File: src/sv/swtps_pkg.sv
// shared types, constants and codes for the sorted word table
`default_nettype none
package swtps_pkg;

    localparam int MAX_WORDS  = 64;
    localparam int MAX_LEN    = 32;
    localparam int PREFIX_LEN = 4;
    localparam int KEY_BYTES  = 4;

    localparam int WORD_AW = $clog2(MAX_WORDS);
    localparam int LEN_AW  = $clog2(MAX_LEN);
    localparam int CHAR_AW = WORD_AW + LEN_AW;
    localparam int CNT_W   = $clog2(MAX_WORDS + 1);
    localparam int WLEN_W  = 6;
    localparam int KSEL_W  = $clog2(KEY_BYTES);

    localparam logic [1:0] CMD_TEXT   = 2'd0;
    localparam logic [1:0] CMD_SEARCH = 2'd1;
    localparam logic [1:0] CMD_CLEAR  = 2'd2;

    localparam logic [2:0] ST_STORED  = 3'd0;
    localparam logic [2:0] ST_FULL    = 3'd1;
    localparam logic [2:0] ST_FOUND   = 3'd2;
    localparam logic [2:0] ST_MISS    = 3'd3;
    localparam logic [2:0] ST_CLEARED = 3'd4;

    localparam logic [7:0] CH_SPACE   = 8'h20;
    localparam logic [7:0] CH_COMMA   = 8'h2C;
    localparam logic [7:0] CH_DQUOTE  = 8'h22;
    localparam logic [7:0] CH_APOS    = 8'h27;
    localparam logic [7:0] CH_NL      = 8'h0A;
    localparam logic [7:0] CH_QUEST   = 8'h3F;
    localparam logic [7:0] CH_PERIOD  = 8'h2E;
    localparam logic [7:0] CH_EXCLAIM = 8'h21;

    typedef struct packed {
        logic [1:0]  command;
        logic [7:0]  text_char;
        logic [31:0] search_key;
        logic [2:0]  key_length;
        logic        match_case;
    } item_t;

    typedef struct packed {
        logic [2:0] status;
        logic [5:0] position;
        logic [5:0] word_len;
        logic [7:0] out_char;
        logic       last;
    } result_t;

    typedef struct packed {
        logic eq;
        logic lt;
    } cmp_res_t;

    typedef enum logic [4:0] {
        S_IDLE,
        S_ORD,
        S_SLOT,
        S_LEN,
        S_WL,
        S_IRD,
        S_ICMP,
        S_CPRD,
        S_CPWR,
        S_SHRD,
        S_SHWR,
        S_IDONE,
        S_SRD,
        S_SCMP,
        S_OUTRD,
        S_OUTEM
    } state_t;

endpackage
`default_nettype wire

File: src/sv/swtps_cmp.sv
// shared byte compare unit with optional ascii case folding
`default_nettype none
module swtps_cmp (
    input  wire logic [7:0]        a,
    input  wire logic [7:0]        b,
    input  wire logic              fold,
    output swtps_pkg::cmp_res_t    res
);
    logic [7:0] fa;
    logic [7:0] fb;

    always_comb
    begin
        fa = a;
        fb = b;
        if (fold && a >= 8'h41 && a <= 8'h5A)
        begin
            fa = a + 8'd32;
        end
        if (fold && b >= 8'h41 && b <= 8'h5A)
        begin
            fb = b + 8'd32;
        end
        res.eq = (fa == fb);
        res.lt = (fa < fb);
    end
endmodule
`default_nettype wire

File: config.mk
export PLATFORM = sky130hd
export DESIGN_NAME = swtps_cmp
export DESIGN_NICKNAME = d
export VERILOG_FILES = /design/src/sv/swtps_pkg.sv /design/src/sv/swtps_cmp.sv
export SDC_FILE = /design/constraint.sdc
export NUM_CORES = 1
export LEC_CHECK = 0
export CAP_MARGIN = 20
export CORE_AREA = 2 2 39 41
export DETAILED_ROUTE_END_ITERATION = 16
export DIE_AREA = 0 0 41 43
export DONT_BUFFER_PORTS = 1
export SLEW_MARGIN = 30
export SYNTH_ARGS = -nofsm -noshare
export SYNTH_HDL_FRONTEND = slang
export SYNTH_SLANG_ARGS = --single-unit
File: constraint.sdc
create_clock -name vclk -period 5.3
set_clock_uncertainty 0.15 [all_clocks]
set_input_delay 0.795 -clock vclk [all_inputs]
set_output_delay 0.795 -clock vclk [all_outputs]
set_load 0.01 [all_outputs]
Word level (Yosys, flattened, before mapping) --
Index checks and enable logic that the tools add are counted.
Storage, ports and cells: flip-flop bits (word level) 0
Operators by class: add/sub/neg operators 2, order comparisons 5, equality and inequality tests 1, multiplexer cells 2, reduce and logical (&&, ||, !) cells 4
Operators by type and width (number):
- $add A8 B6 Y8 const B | 2
- $ge A8 B7 Y1 const B | 2
- $le A8 B7 Y1 const B | 2
- $mux W8 | 2
- $eq A8 B8 Y1 | 1
- $lt A8 B8 Y1 | 1
- $logic_and A1 B1 Y1 | 4

Longest topological paths before layout --
Gate-level depths: netlist (run 1).
depth in word-level cells 5, gate-level depth with buffers 8, gate-level depth less buffers 8

Worst setup path before layout (run 1) --
OpenSTA, ideal clock, no wires.
kind input to output, start point input port a[4], end point output port res[0] (netlist bit), data arrival time 2528 ps, slack 1827 ps, stages 8, cell sequence or4_1 o21ai_1 a31oi_1 a41o_1 ha_1 nand4_1 a21oi_1 a211oi_1
RTL lines:
- start, declared | RTL line swtps_cmp.sv:4 | input wire logic [7:0] a,
- end, declared | RTL line swtps_cmp.sv:7 | output swtps_pkg::cmp_res_t res

==> out/qor.yml, run 1 <==
run_status:
  outcome: "finished, final reports clean"
critical_path:
  start_kind: "input port"
  endpoint_kind: "output port"
  arrival_ns: 2.67
  slowest_stage: "or4_1"
  crit_chain: "or4_1 > o21ai_1 > a31oi_1 > a41o_1 > ha_1 > nand4_1 > a21oi_1 > a211oi_1"
  crit_type: "in2out"
  crit_required_ns: 4.36
  cp_max_fo: 3
  cp_slowest_stage_delay_ns: 0.51
final_layout:
  antenna_cells: 0
  fin_cells: 63
  final_common_cell: "ha_1"
  fillerInstances: 164
  layout-drive-gt1-share_pct: 0
  final_cell_area_sq_um: 349
  seq_cells: 0
  areaGrowthSynthToFinish_pct: 6.08
  post-route-util_pct: 25.2
  seq_area_sq_um: 0
  clock_buffers: 0
  nNetsFinal: 76
  most-common-layout-cells: "ha_1, inv_1, a21oi_1"
sta:
  fmax_mhz: 276
  period_share_pct: 68.2
  slew-limit-headroom_pct: 72.4
  fin_setup_tns_ns: 0
  rsz0062_at_grt: "false"
  hold_viol_final: 0
  fin_crit_ns: 3.62
  finalSetupViolCount: 0
  finalMaxSlewViolations: 0
  worst_slew_pin_slew_ns: 0.412
synth:
  yosysWarnings: 0
  synthSimpleGateAreaFrac_pct: 25.1
  syn_inst: 47
  avgSynthCellArea_sq_um: 7.00
  syn-num-nets: 74
  synth_top_family_by_area: "adder cells"
  yosysSeqAreaShare_pct: 0
  synth_area_sq_um: 329
  synth_compound_area_share_pct: 28.9
  synth_mux_area_share_pct: 0
  synth_top_cells_by_area: "ha_1, inv_1, a21oi_1, or4_1, nor3_1"
  yosysTopAreaCellShare_pct: 38.0
  synth_cell_types: 20
  synth-xor-area-share_pct: 0
  synth_adder_area_share_pct: 38.0
  synth_area_leader_cell: "ha_1"
die:
  num_rows: 14
  die-area_sq_um: 1760
  initial_core_util_pct: 23.8
  core_sq_um: 1380
  dieWidth_um: 41
  fp.dieH_um: 43
  num_io_pins: 19
routing:
  wl_met3_um: 81
  vias: 338
  route.met2.wl_um: 279
  drtAntennaViolNets: 0
  wirelength_um: 719
  top_layer: "met3"
  wl_met1_um: 358
  drt_iter0_drc: 2
  via_per_inst: 5.37
  detail_route.wl_per_cell_um: 11.4
  drtPass1Iterations: 5
  drc_errors: 0
clock_network:
  hold_buffers: 0
  postCtsSetupBuffers: 0
  cts_resized: 0
global_route:
  grt_first_pass_wirelength_um: 1170
  antenna_found_initial: 0
  grt_max_degree: 5
  grt_overflow: 0
  grt_util_all_layers_pct: 8.79
  grt_pass1_vias: 314
placed_design:
  hpwl_um: 687
  io_buffers: 0
  placed_area_sq_um: 349
  place.gp.congestion: 0.677
  dp_cells: 63
hold_path:
  hold_depth: 3
  min_path_type: "in2out"
power:
  ir_drop_v: 0.0000215
  report.power.total_mw: 0.0210
  power.density_nw_per_um2: 60.1
  leakage_nw: 0.166
job:
  cap_violations: 0
[through the flow]
step	setup slack, ns	hold slack (ns)
3_5_place_dp	1.65	1.74
4_1_cts	1.65	1.74
3_3_place_gp	1.67	1.73
6_report	1.68	1.73
5_1_grt	1.57	1.76
2_1_floorplan	1.83	1.71
[per-layer routing]
metal | vias up | global-route usage (%)
met4 | 0 | 0
li1 | 182 | -
met2 | 17 | 13.8
met3 | 0 | 3.14
met5 | - | 0
met1 | 139 | 12.0
[layout make-up]
class / instances / area (sq um) / share of cell area, %
tap: 16 / 20.0 / 5.73
multi-input combinational: 40 / 303 / 86.7
inverter: 7 / 26.3 / 7.53
[report_power, final]
part           total [mW]  internal [mW]  switching, mW
clock                   0              0              0
sequential              0              0              0
combinational      0.0210        0.00996         0.0110
total              0.0210        0.00996         0.0110
[path summary, 6_finish.rpt]
kind              start  slack, ns      to
hold / removal     a[7]       1.73  res[0]
setup / recovery   a[4]       1.68  res[0]
[critical path: cells and delay by family]
family,cells,cell delay (ns)
adders and majority gates,1,0.30
AOI/OAI and AO/OA,5,0.95
and+or+nand+nor,2,0.63
[cells by family after synthesis]
family,after synthesis
and+or+nand+nor,15
AOI/OAI and AO/OA,15
adders and majority gates,10
buffers and inverters,7
[cell usage after synthesis, drive strengths merged]
master	number
nand2	2
o21ai	3
a21oi	5
a41o	1
a211oi	1
o211ai	1
a21o	1
nor2	2
a21boi	1
a31o	1
ha	10
nor2b	1
nand3	1
nor4	1
inv	7
nor3	3
or4	3
nand4	2
a31oi	1
Power figures use the tool's default switching activity.
==> run 2, diff against run 1 <==
==> constraint.sdc (replaced) <==
create_clock -name vclk -period 3.3
set_clock_uncertainty 0.15 [all_clocks]
set_input_delay 0.495 -clock vclk [all_inputs]
set_output_delay 0.495 -clock vclk [all_outputs]
set_load 0.01 [all_outputs]
==> out/qor.yml, run 2 (synthesis results as in run 1) <==
run_status:
  outcome: "finished, final reports clean"
routing:
  drc_errors: 0  # unchanged
  detail_route.wl_per_cell_um: 11.6  # +1.3%
  vias: 339  # +0.30%
  drt_iter0_drc: 2  # unchanged
  wirelength_um: 740  # +2.9%
  drtAntennaViolNets: 0  # unchanged
  via_per_inst: 5.30  # -1.3%
  drtPass1Iterations: 4  # -1
clock_network:
  hold_buffers: 0  # unchanged
  cts_resized: 0  # unchanged
  postCtsSetupBuffers: 0  # unchanged
placed_design:
  hpwl_um: 700  # +1.9%
  place.gp.congestion: 0.773  # +14%
  io_buffers: 0  # unchanged
  dp_cells: 64  # +1.6%
final_layout:
  fin_cells: 64  # +1.6%
  clock_buffers: 0  # unchanged
  antenna_cells: 0  # unchanged
  most-common-layout-cells: "ha_1, inv_1, a21oi_1"
  final_common_cell: "ha_1"
  nNetsFinal: 77  # +1.3%
  seq_area_sq_um: 0  # unchanged
  areaGrowthSynthToFinish_pct: 8.36
  fillerInstances: 165  # +0.61%
  seq_cells: 0  # unchanged
  layout-drive-gt1-share_pct: 2.08  # +2.1 points
sta:
  worst_slew_pin_slew_ns: 0.303  # -0.109 ns
  hold_viol_final: 0  # unchanged
  finalSetupViolCount: 0  # unchanged
  finalMaxSlewViolations: 0  # unchanged
  period_share_pct: 90.0
  fin_setup_tns_ns: 0  # unchanged
  slew-limit-headroom_pct: 79.7  # +7.3 points
  rsz0062_at_grt: "false"
  fmax_mhz: 337
  fin_crit_ns: 2.97
critical_path:
  start_kind: "input port"
  crit_chain: "or4_1 > o21ai_1 > a31oi_1 > a41o_1 > ha_1 > nand4_1 > a21oi_1 > a211oi_1 > buf_4"
  slowest_stage: "or4_1"
  crit_required_ns: 2.65  # -1.71 ns
  cp_slowest_stage_delay_ns: 0.50  # about the same
  crit_type: "in2out"
  cp_max_fo: 3  # unchanged
  cp_num_buf_inv: 1  # +1
  endpoint_kind: "output port"
  arrival_ns: 2.32  # -0.35 ns
  crit_family: "compound AO/OA/AOI/OAI gates"
  crit_start: "a[4]"
power:
  power.density_nw_per_um2: 101  # +69%
  leakage_nw: 0.171  # +2.8%
  ir_drop_v: 0.0000332  # +54%
die:
  dieWidth_um: 41  # unchanged
  die-area_sq_um: 1760  # unchanged
  num_rows: 14  # unchanged
  core_sq_um: 1380  # unchanged
  initial_core_util_pct: 23.8  # unchanged
  fp.dieH_um: 43  # unchanged
  num_io_pins: 19  # unchanged
job:
  cap_violations: 0  # unchanged
global_route:
  grt_pass1_vias: 347  # +11%
  grt_first_pass_wirelength_um: 1210  # +3.5%
  antenna_found_initial: 0  # unchanged
  grt_util_all_layers_pct: 9.29  # +0.50 points
  grt_overflow: 0  # unchanged
  grt_max_degree: 5  # unchanged
hold_path:
  min_path_type: "in2out"
  hold_start: "b[0]"
==> run 2: changes by cell type in the layout (fill, tap and decap cells not counted), sizes merged <==
cell,delta
buf,+1
==> run 2: where the power goes <==
part	switching, mW	internal, mW
registers	0	0
clock network	0	0
logic	0.0181	0.0180
total	0.0181	0.0180
==> run 2: worst min-delay path, delay by kind of cell <==
family,cells,cell delay (ns)
AND/OR/NAND/NOR,2,0.13
adder cells (fa/ha/maj),1,0.20
==> run 2: path summary, 6_finish.rpt <==
kind | endpoint | slack (ns) | depth (start not counted)
setup / recovery | res[0] | 0.33 | 9
hold / removal | res[1] | 1.18 | 3
==> run 2: cell type report <==
type / instances / area [sq um] / area share, %
inverter: 7 / 26.3 / 7.37
multi-input combinational: 40 / 303 / 84.9
tap: 16 / 20.0 / 5.61
timing repair buffer: 1 / 7.51 / 2.11
==> run 2: through the flow <==
| stage | setup slack (ns) | total power, mW | hold slack, ns | area (sq um) | utilization [%] |
|---|---|---|---|---|---|
| 2_1_floorplan | 0.427 | 0.0282 | 1.11 | 329 | - |
| 3_3_place_gp | 0.320 | 0.0360 | 1.20 | 357 | 25.8 |
| 3_5_place_dp | 0.298 | 0.0365 | 1.18 | 357 | 25.8 |
| 5_1_grt | 0.140 | 0.0430 | 1.19 | 357 | 25.8 |
| 4_1_cts | 0.302 | 0.0370 | 1.18 | 357 | 25.8 |
| 6_report | 0.331 | 0.0362 | 1.18 | 357 | 25.8 |
==> run 2: per-layer routing <==
metal | vias up | global-route usage (%) | share of wire [%]
met5 | - | 0 | 0
li1 | 184 | - | -
met2 | 19 | 15.0 | 41
met1 | 136 | 12.7 | 45
met3 | 0 | 2.62 | 14
met4 | 0 | 0 | 0
